## config.mk

```make
export PLATFORM = sky130hd
export DESIGN_NAME = charger_current_load_balancer
export DESIGN_NICKNAME = d
export VERILOG_FILES = /design/src/hdl/cclb_pkg.sv /design/src/hdl/cclb_check.sv /design/src/hdl/charger_current_load_balancer.sv
export SDC_FILE = /design/constraint.sdc
export NUM_CORES = 2
export LEC_CHECK = 0
export BUFFER_PORTS_ARGS = -buffer_cell sky130_fd_sc_hd__buf_2
export CORE_MARGIN = 1.5
export CORE_UTILIZATION = 62
export CTS_CLUSTER_SIZE = 24
export DETAILED_ROUTE_END_ITERATION = 12
export GPL_TIMING_DRIVEN = 0
export PLACE_DENSITY = 0.8
export SLEW_MARGIN = 20
export SYNTH_ARGS = -nofsm -noshare
export SYNTH_HDL_FRONTEND = slang
export SYNTH_SLANG_ARGS = --single-unit
```

## constraint.sdc

```tcl
create_clock -name clk -period 11.6 [get_ports clk]
set_input_delay 1.74 -clock clk [delete_from_list [all_inputs] [get_ports clk]]
set_output_delay 1.74 -clock clk [all_outputs]
set_load 0.005 [all_outputs]
```

## src/hdl/cclb_pkg.sv

```systemverilog
package cclb_pkg;

  // load band codes, also reported on the result channel
  typedef enum logic [2:0] {
    BAND_NORMAL   = 3'd0,
    BAND_LOWER    = 3'd1,
    BAND_UPPER    = 3'd2,
    BAND_ALARM    = 3'd3,
    BAND_FALLBACK = 3'd4
  } band_t;

  // configuration register indexes
  typedef enum logic [2:0] {
    REG_RATED_LIMIT      = 3'd0,
    REG_OVERRIDE_LIMIT   = 3'd1,
    REG_FALLBACK_CURRENT = 3'd2,
    REG_ALARM_THRESHOLD  = 3'd3,
    REG_UPPER_THRESHOLD  = 3'd4,
    REG_LOWER_THRESHOLD  = 3'd5,
    REG_WAIT_SECONDS     = 3'd6,
    REG_STEP_AMOUNTS     = 3'd7
  } reg_index_t;

  // command codes of an input transaction
  localparam logic CMD_SAMPLE = 1'b0;
  localparam logic CMD_TICK   = 1'b1;

  // phase code that is never stored
  localparam logic [1:0] PHASE_INVALID = 2'd3;

  localparam logic [7:0]  WAIT_UNSET       = 8'hFF;
  localparam logic [7:0]  AGE_MAX          = 8'hFF;
  localparam logic [31:0] TICK_INTERVAL_MS = 32'd1000;

  // milliseconds to seconds: floor(x / 1000) == (x * SEC_RECIP) >> SEC_SHIFT for 32-bit x
  localparam int          SECS_W    = 23;
  localparam int          RECIP_W   = 29;
  localparam int          SEC_SHIFT = 38;
  localparam logic [RECIP_W-1:0] SEC_RECIP = 29'd274877907;

  typedef struct packed {
    logic [15:0] rated_limit;
    logic [15:0] override_limit;
    logic [15:0] fallback_current;
    logic [15:0] alarm_threshold;
    logic [15:0] upper_threshold;
    logic [15:0] lower_threshold;
    logic [31:0] wait_seconds;
    logic [47:0] step_amounts;
  } cfg_t;

  typedef struct packed {
    band_t              band;
    logic [7:0]         wait_count;
    logic [7:0]         sample_age;
    logic [15:0]        drive;
    logic [SECS_W-1:0]  last_check;
  } check_state_t;

endpackage

```

## src/hdl/cclb_check.sv

```systemverilog
module cclb_check (
  input  cclb_pkg::cfg_t            cfg,
  input  cclb_pkg::check_state_t    state,
  input  logic [15:0]               max_current,
  input  logic [cclb_pkg::SECS_W-1:0] secs,
  output cclb_pkg::check_state_t    state_next
);

  logic [cclb_pkg::SECS_W-1:0] diff;
  logic [cclb_pkg::SECS_W-1:0] wait_ext;
  logic [cclb_pkg::SECS_W-1:0] gap_ext;
  logic [7:0]                  age_gap;
  logic [7:0]                  wait_cnt;
  logic [7:0]                  age_new;
  logic [7:0]                  wait_band;
  logic [7:0]                  wait_cfg;
  logic [7:0]                  wait_new;
  logic                        act;
  cclb_pkg::band_t             band_new;
  logic signed [17:0]          drive_ext;
  logic signed [17:0]          drive_step;
  logic [15:0]                 drive_clamp;

  // elapsed seconds since the previous check, zero on the first one
  assign diff = (state.last_check == '0) ? '0 : secs - state.last_check;

  // countdown of the band wait timer
  assign wait_ext = {{(cclb_pkg::SECS_W-8){1'b0}}, state.wait_count};
  always_comb begin
    if (state.wait_count == cclb_pkg::WAIT_UNSET) begin
      wait_cnt = state.wait_count;
    end else if (state.wait_count != 8'd0 && diff < wait_ext) begin
      wait_cnt = state.wait_count - diff[7:0];
    end else begin
      wait_cnt = 8'd0;
    end
  end

  // sample aging, saturating
  assign age_gap = cclb_pkg::AGE_MAX - state.sample_age;
  assign gap_ext = {{(cclb_pkg::SECS_W-8){1'b0}}, age_gap};
  always_comb begin
    if (state.sample_age != cclb_pkg::AGE_MAX && diff < gap_ext) begin
      age_new = state.sample_age + diff[7:0];
    end else begin
      age_new = cclb_pkg::AGE_MAX;
    end
  end

  // band by priority
  always_comb begin
    if (age_new >= cfg.wait_seconds[31:24]) begin
      band_new = cclb_pkg::BAND_FALLBACK;
    end else if (max_current > cfg.alarm_threshold) begin
      band_new = cclb_pkg::BAND_ALARM;
    end else if (max_current > cfg.upper_threshold) begin
      band_new = cclb_pkg::BAND_UPPER;
    end else if (max_current <= cfg.lower_threshold) begin
      band_new = cclb_pkg::BAND_LOWER;
    end else begin
      band_new = cclb_pkg::BAND_NORMAL;
    end
  end

  assign wait_band = (band_new != state.band) ? cclb_pkg::WAIT_UNSET : wait_cnt;

  // wait handling of the selected band
  always_comb begin
    case (band_new)
      cclb_pkg::BAND_LOWER:    wait_cfg = cfg.wait_seconds[7:0];
      cclb_pkg::BAND_UPPER:    wait_cfg = cfg.wait_seconds[15:8];
      cclb_pkg::BAND_ALARM:    wait_cfg = cfg.wait_seconds[23:16];
      cclb_pkg::BAND_FALLBACK: wait_cfg = cfg.wait_seconds[31:24];
      default:                 wait_cfg = cclb_pkg::WAIT_UNSET;
    endcase
  end

  always_comb begin
    act      = 1'b0;
    wait_new = wait_band;
    if (band_new != cclb_pkg::BAND_NORMAL) begin
      if (wait_band == cclb_pkg::WAIT_UNSET) begin
        wait_new = wait_cfg;
      end else if (wait_band == 8'd0) begin
        wait_new = cclb_pkg::WAIT_UNSET;
        act      = 1'b1;
      end
    end
  end

  // drive step or fallback load
  assign drive_ext = signed'({2'b00, state.drive});
  always_comb begin
    drive_step = drive_ext;
    if (act) begin
      case (band_new)
        cclb_pkg::BAND_LOWER:
          drive_step = drive_ext + signed'({2'b00, cfg.step_amounts[15:0]});
        cclb_pkg::BAND_UPPER:
          drive_step = drive_ext - signed'({2'b00, cfg.step_amounts[31:16]});
        cclb_pkg::BAND_ALARM:
          drive_step = drive_ext - signed'({2'b00, cfg.step_amounts[47:32]});
        cclb_pkg::BAND_FALLBACK:
          drive_step = signed'({2'b00, cfg.fallback_current});
        default:
          drive_step = drive_ext;
      endcase
    end
  end

  // clamp to zero and to the charger or override ceiling
  always_comb begin
    if (drive_step[17]) begin
      drive_clamp = 16'd0;
    end else if (drive_step[16:0] > {1'b0, cfg.rated_limit}) begin
      if (drive_step[16:0] > {1'b0, cfg.override_limit}) begin
        drive_clamp = cfg.override_limit;
      end else begin
        drive_clamp = cfg.rated_limit;
      end
    end else begin
      drive_clamp = drive_step[15:0];
    end
  end

  always_comb begin
    state_next.band       = band_new;
    state_next.wait_count = wait_new;
    state_next.sample_age = age_new;
    state_next.drive      = drive_clamp;
    state_next.last_check = secs;
  end

endmodule

```

## src/hdl/charger_current_load_balancer.sv

```systemverilog
// Charger current load balancer.
// Input channel (in_valid/in_stall) carries one transaction per cycle unless
// stalled: cmd 0 is a grid current sample for one phase, cmd 1 is a millisecond
// time tick. A tick more than 1000 ms after the previous tick runs a check that
// ages the sample, picks a band, counts the band wait down in seconds and steps or
// resets the drive limit. Each check gives one result transaction (drive_limit,
// band) on the output channel (out_valid/out_stall); samples and short ticks give
// none. Configuration is written through cfg_write/cfg_index/cfg_data, by the user
// only while idle; the block does not enforce this. A transaction enters the input
// register, with milliseconds already turned into seconds by a reciprocal multiply;
// when the check stage advances, the check updates state and loads the output
// register. Throughput: one transaction per cycle when not stalled, set by the
// single check stage. When the receiver stalls, the held result blocks the check
// stage and in_stall rises once the input register is also full; nothing is dropped.
// Reset (rst, synchronous) clears configuration, samples, band to normal, wait timer
// to unset, sample age to its maximum, drive to zero and both timestamps to zero.
module charger_current_load_balancer #(
  parameter int NUM_PHASES = 3
) (
  input  logic        clk,
  input  logic        rst,
  input  logic        cfg_write,
  input  logic [2:0]  cfg_index,
  input  logic [47:0] cfg_data,
  input  logic        in_valid,
  output logic        in_stall,
  input  logic        cmd,
  input  logic [1:0]  phase,
  input  logic [15:0] current,
  input  logic [31:0] now_ms,
  output logic        out_valid,
  input  logic        out_stall,
  output logic [15:0] drive_limit,
  output logic [2:0]  band
);

  cclb_pkg::cfg_t               cfg;
  cclb_pkg::check_state_t       state;
  cclb_pkg::check_state_t       state_next;
  logic [15:0]                  phase_current [NUM_PHASES];
  logic [31:0]                  last_tick_ms;
  logic [15:0]                  max_current;

  logic                         s1_valid;
  logic                         s1_cmd;
  logic [1:0]                   s1_phase;
  logic [15:0]                  s1_current;
  logic [31:0]                  s1_now;
  logic [cclb_pkg::SECS_W-1:0]  s1_secs;
  logic [cclb_pkg::SECS_W-1:0]  secs_next;
  logic [31+cclb_pkg::RECIP_W:0] sec_product;

  logic                         advance;
  logic                         fire;
  logic                         run_check;
  logic [31:0]                  tick_gap;
  cclb_pkg::band_t              band_out;

  // configuration writes
  always_ff @(posedge clk) begin
    if (rst) begin
      cfg <= '0;
    end else if (cfg_write) begin
      case (cclb_pkg::reg_index_t'(cfg_index))
        cclb_pkg::REG_RATED_LIMIT:      cfg.rated_limit      <= cfg_data[15:0];
        cclb_pkg::REG_OVERRIDE_LIMIT:   cfg.override_limit   <= cfg_data[15:0];
        cclb_pkg::REG_FALLBACK_CURRENT: cfg.fallback_current <= cfg_data[15:0];
        cclb_pkg::REG_ALARM_THRESHOLD:  cfg.alarm_threshold  <= cfg_data[15:0];
        cclb_pkg::REG_UPPER_THRESHOLD:  cfg.upper_threshold  <= cfg_data[15:0];
        cclb_pkg::REG_LOWER_THRESHOLD:  cfg.lower_threshold  <= cfg_data[15:0];
        cclb_pkg::REG_WAIT_SECONDS:     cfg.wait_seconds     <= cfg_data[31:0];
        cclb_pkg::REG_STEP_AMOUNTS:     cfg.step_amounts     <= cfg_data;
        default:                        cfg <= cfg;
      endcase
    end
  end

  // handshake: the check stage moves when the output register is free or drains
  assign advance  = !out_valid || !out_stall;
  assign fire     = s1_valid && advance;
  assign in_stall = s1_valid && !advance;

  // milliseconds to seconds by reciprocal multiply
  assign sec_product = {{cclb_pkg::RECIP_W{1'b0}}, now_ms}
                     * {32'd0, cclb_pkg::SEC_RECIP};
  assign secs_next = sec_product[cclb_pkg::SEC_SHIFT+cclb_pkg::SECS_W-1:cclb_pkg::SEC_SHIFT];

  // input register
  always_ff @(posedge clk) begin
    if (rst) begin
      s1_valid <= 1'b0;
    end else if (!in_stall) begin
      s1_valid <= in_valid;
    end
  end

  always_ff @(posedge clk) begin
    if (!in_stall) begin
      s1_cmd     <= cmd;
      s1_phase   <= phase;
      s1_current <= current;
      s1_now     <= now_ms;
      s1_secs    <= secs_next;
    end
  end

  // largest current over the phases in use
  always_comb begin
    max_current = 16'd0;
    for (int i = 0; i < NUM_PHASES; i++) begin
      if (phase_current[i] > max_current) begin
        max_current = phase_current[i];
      end
    end
  end

  assign tick_gap  = s1_now - last_tick_ms;
  assign run_check = fire && s1_cmd == cclb_pkg::CMD_TICK
                  && tick_gap > cclb_pkg::TICK_INTERVAL_MS;

  cclb_check u_check (
    .cfg         (cfg),
    .state       (state),
    .max_current (max_current),
    .secs        (s1_secs),
    .state_next  (state_next)
  );

  // per-phase sample storage
  for (genvar g = 0; g < NUM_PHASES; g++) begin : g_phase
    always_ff @(posedge clk) begin
      if (rst) begin
        phase_current[g] <= 16'd0;
      end else if (fire && s1_cmd == cclb_pkg::CMD_SAMPLE && s1_phase == 2'(g)) begin
        phase_current[g] <= s1_current;
      end
    end
  end

  // check state and tick time
  always_ff @(posedge clk) begin
    if (rst) begin
      state.band       <= cclb_pkg::BAND_NORMAL;
      state.wait_count <= cclb_pkg::WAIT_UNSET;
      state.sample_age <= cclb_pkg::AGE_MAX;
      state.drive      <= 16'd0;
      state.last_check <= '0;
      last_tick_ms     <= 32'd0;
    end else if (fire) begin
      if (s1_cmd == cclb_pkg::CMD_SAMPLE) begin
        if (s1_phase != cclb_pkg::PHASE_INVALID) begin
          state.sample_age <= 8'd0;
        end
      end else begin
        last_tick_ms <= s1_now;
        if (run_check) begin
          state <= state_next;
        end
      end
    end
  end

  // output register
  always_ff @(posedge clk) begin
    if (rst) begin
      out_valid <= 1'b0;
    end else if (run_check) begin
      out_valid <= 1'b1;
    end else if (!out_stall) begin
      out_valid <= 1'b0;
    end
  end

  always_ff @(posedge clk) begin
    if (run_check) begin
      drive_limit <= state_next.drive;
      band_out    <= state_next.band;
    end
  end

  assign band = band_out;

`ifndef SYNTHESIS
  // a new result only follows a tick in the check stage
  a_result_from_tick: assert property (@(posedge clk) disable iff (rst)
    $rose(out_valid) |-> $past(s1_valid && s1_cmd == cclb_pkg::CMD_TICK))
    else $error("result without a tick");

  // a stored sample restarts the age
  a_sample_age: assert property (@(posedge clk) disable iff (rst)
    (fire && s1_cmd == cclb_pkg::CMD_SAMPLE && s1_phase != cclb_pkg::PHASE_INVALID)
    |=> state.sample_age == 8'd0)
    else $error("sample age not cleared");

  // input backpressure only comes from a held result
  a_stall_cause: assert property (@(posedge clk) disable iff (rst)
    in_stall |-> (out_valid && out_stall))
    else $error("input stalled without output stall");
`endif

endmodule
```

==> results.md <==
- Synthesis inferred 409 register bits.
- After filler insertion, the fill cell instance count of the layout stands at approximately 5000.
- The flow ran to the end, and the final reports show no timing, DRC or antenna violations.
- The longest clock path from root to sink contains 3 buffers.
- The number of iterations in the first detailed-routing pass is 6.
- The tool flagged a number of max-cap violations equal to 0.
- The via count of the first global-routing pass is about 32000.
- The final hold violation count came to 0.
- The worst setup path is captured at a register.
- Data on the critical path arrives at its endpoint at 11.38 ns.
- For this block, the via count after detailed routing is 32059.
- The final number of max-transition violations is 0.
- For this configuration, the core starts out at a cell density of 0.632.
- The capturing point of the worst reg2reg path is drive_limit[15].
- The count of cells along the worst hold path is 2.
- For this run, the total global-route usage over all layers was measured as 0.333.
- The first global-routing pass estimated 167000 um of wire.
- The floorplan step defined a die boundary enclosing 64700 um2.
- Data on the critical path is required at its endpoint by 11.90 ns.
- The top flip-flop cell by instance count after synthesis is dfxtp_1.
- Clock-pin slew was measured on the worst setup and hold paths at approximately 0.07 ns.
- The floorplan has 91 rows.
- The global placement routability congestion is 1.04.
- The hold-critical path endpoint is last_tick_ms[19].
- The share of synthesized area in the top cell type comes to 0.201.
- Ranked by total cell area, the synthesized netlist is headed by ha_1, fa_1, dfxtp_1.
- The biggest area contributor in the post-synthesis netlist is ha_1.
- For this run, global-route usage on met2 was measured as 0.553.
- Based on the critical path, the design can be clocked at up to 90.3 MHz.
- Summing every instance area after synthesis gives 39200 um2.
- The shortest period the worst path allows is 11.07 ns.
- The power share of the sequential group is 0.165.
- The sequential area share after synthesis is 0.245.
- The peak-usage layer in the global routing report is met2.
- The sort of element at the start of the critical path is a register.
- The proportion of synthesized flip-flops having asynchronous set or reset is 0.
- For this design the static power due to leakage is 19.4 nW.
- The fraction of power spent switching nets is 0.463.
- The beginning of the worst hold path is last_tick_ms[19].
- After detailed placement, the total cell area comes to 40900 um2.
- Of the cells placed in the final design, the portion with a size suffix greater than 1 is 0.0679.
- The slowest library cell on the worst path is a221oi_4.
- The final instance area is 42600 um2.
- The mean instance size in the synthesized netlist is 8.85 um2.
- For this run, the post-layout net count is 5632.
- The number of antenna violations at the first check in global routing is 1.
- The count of buffer and inverter cells on the critical path is 5.
- The H-tree depth is 2.
- The routing usage on met3 is 0.0444.
- Of the total power, combinational logic draws 0.695.
- The count of endpoints failing setup in the final report is 0.
- The clock drives 409 sinks.
- The core region is 62100 um2.
- The number of clock buffers added by TritonCTS is 44.
- The tightest slew margin relative to the limit is 0.207.
- The switching power is just over 5 mW.
- The measured slew at the worst slew-check pin is 1.19 ns.
- TritonCTS built the clock tree.
- The category of cells accounting for the largest share of critical-path delay is compound AO/OA/AOI/OAI gates.
- The worst setup path is of the reg -> reg kind.
- The routed wire length is 107000 um.
- Measured along the x axis, the die boundary spans 254 um.
- The worst vdd rail ir drop is 335 uV.
- The root buffer cell is clkbuf_16.
- In the global route stage, met1 resource usage came out at 0.441.
- On the final layout, the worst clock skew is 0.0251 ns.
- The cell with the most instances after synthesis is inv_1.
- The power per standard cell area is ~260 nW/um2.
- The commonest cells after synthesis are inv_1, ha_1, nand2_1.
- The initial DRC count is 2646.
- In the finished design, the share of the clock period the worst path needs comes to 0.955.
- The synthesized design contains 141 enable-type register cells.
- The beginning of the worst register-to-register path is phase_current[1][12].
- The sum of negative setup slack is 0 ns.
- The highest cell delay on the worst timing path is 0.53 ns.
- The clock latency at the later pin of the worst-skew pair is 0.59 ns.
- The remaining number of nets flagged by the antenna check after routing is 0.
- For this design the top-level I/O count stands at 128.
- The internal power summed over all cells is 5.87 mW.
- In the final routed layout, each cell accounts on average for 19.5 um.
- The total of warnings raised by yosys is 0.
- For this run the aggregate overflow at the end of global routing stands at 0.
- The pin count of the biggest net entering global routing is 47.
- The worst register-to-register path has a depth of 43.
- Of all nets on the critical path, the largest fanout is 10.
- In the synthesized netlist, the number of instances is between 4000 and 5000.
- Detailed placement finished with a half-perimeter wire length of 84700 um.
- Relative to the synthesized area, the layout overhead comes to 8.61%.
- Counting every net in the synthesized netlist gives roughly 5500.
- The number of remaining DRC errors is 0.
- The setup slack of the worst register-to-register path is 0.53 ns.
- In the routed layout, each cell is associated on average with a via count of between 5 and 6.
- Port buffering added 109 buffers.
- The distinct cell type count after synthesis is just over 100.
- The clock network fraction of total power is 0.140.
- The class of the tightest hold or removal check is reg -> reg.
- Measured along the y axis, the die boundary spans 254 um.
## logic make-up after synthesis
kind of cell	share of synthesized area
AND/OR/NAND/NOR	0.137
adder cells (fa/ha/maj)	0.357
buffers and inverters	0.0902
AO/OA/AOI/OAI	0.149
flip-flops	0.245
XOR/XNOR	0.0181
multiplexers	0.00313
## layout make-up
cell class	count	area, um2	area share
antenna	3	7.51	0.000176
clock buffer	59	1280	0.0302
buffer	135	622	0.0146
tap	837	1050	0.0246
clock inverter	22	284	0.00667
timing repair buffer	113	608	0.0143
sequential	409	9600	0.225
inverter	779	2920	0.0687
multi-input combinational	3108	26200	0.615
## worst register-to-register path, delay by kind of cell, from the launching register on
family                   cells  cell delay [ns]
adder cells (fa/ha/maj)      4             1.19
AND/OR/NAND/NOR             15             2.81
buffers and inverters        5             1.28
flip-flops                   1             0.39
AO/OA/AOI/OAI               19             5.11
## sequential cells by signal, summed over array words and instances (netlist names)
signal and count:
s1_now 32, s1_secs 23, s1_phase 2, cfg 176
out_valid 1, s1_current 16, state 58, drive_limit 16
phase_current 48, s1_valid 1, s1_cmd 1, last_tick_ms 32
band 3
## per-stage QoR
step / worst slack (ns) / utilization / std cells / hold WS (ns) / total power, mW
after global placement: -0.215 / 0.657 / 5378 / 0.442 / 9.01
after global routing: -0.0268 / 0.686 / 5462 / 0.473 / 12.0
final: 0.527 / 0.686 / 5465 / 0.455 / 10.9
after detailed placement: -0.452 / 0.659 / 5380 / 0.447 / 9.29
after floorplan: 2.54 / - / 4432 / 0.432 / 7.41
after CTS: 0.124 / 0.684 / 5462 / 0.454 / 10.9
## layer usage
metal,up-vias,share of wire
met4,2,0.040
met5,-,0.00012
met1,15441,0.42
met3,247,0.074
li1,15251,-
met2,1118,0.47
## worst max-delay path by stage
stage	cells past startpoint	endpoint	from
3_3_place_gp	41	drive_limit[5]	phase_current[1][12]
5_1_grt	48	drive_limit[6]	phase_current[1][11]
4_1_cts	45	drive_limit[9]	phase_current[1][12]
2_1_floorplan	43	state[33]	phase_current[1][12]
6_report	43	drive_limit[15]	phase_current[1][12]
3_5_place_dp	42	drive_limit[5]	phase_current[1][10]
## layout by cell type (no fill, tap or decap), types with 48 or more instances in the layout
cell       synthesis  final
xnor2_1           51     51
nor3_1            51     50
nor2_1           245    245
a21o_1            66     66
inv_1            778    778
and2_1            48     48
buf_2              8    118
fa_1             305    305
clkbuf_16          0     48
dfxtp_1          268    268
edfxtp_1         141    141
nand2_1          549    549
ha_1             630    630
a21oi_1          408    393
clkbuf_1         101     98
o21ai_0          115    114
## power by group through the flow
stage               Sequential (mW)  Clock (mW)  Combinational [mW]
floorplan                      1.80           0                5.61
global placement               1.83           0                7.18
detailed placement             1.83           0                7.46
CTS                            1.80        1.53                7.57
global route                   1.81        1.58                8.65
finish                         1.80        1.53                7.59
## what timing repair did
item,in CTS,in global routing
setup endpoints to repair,27,32
gates resized for setup,4,38
hold buffers,0,0
pin swaps,1,1
setup buffers,1,1
Power figures use the tool's default switching activity.
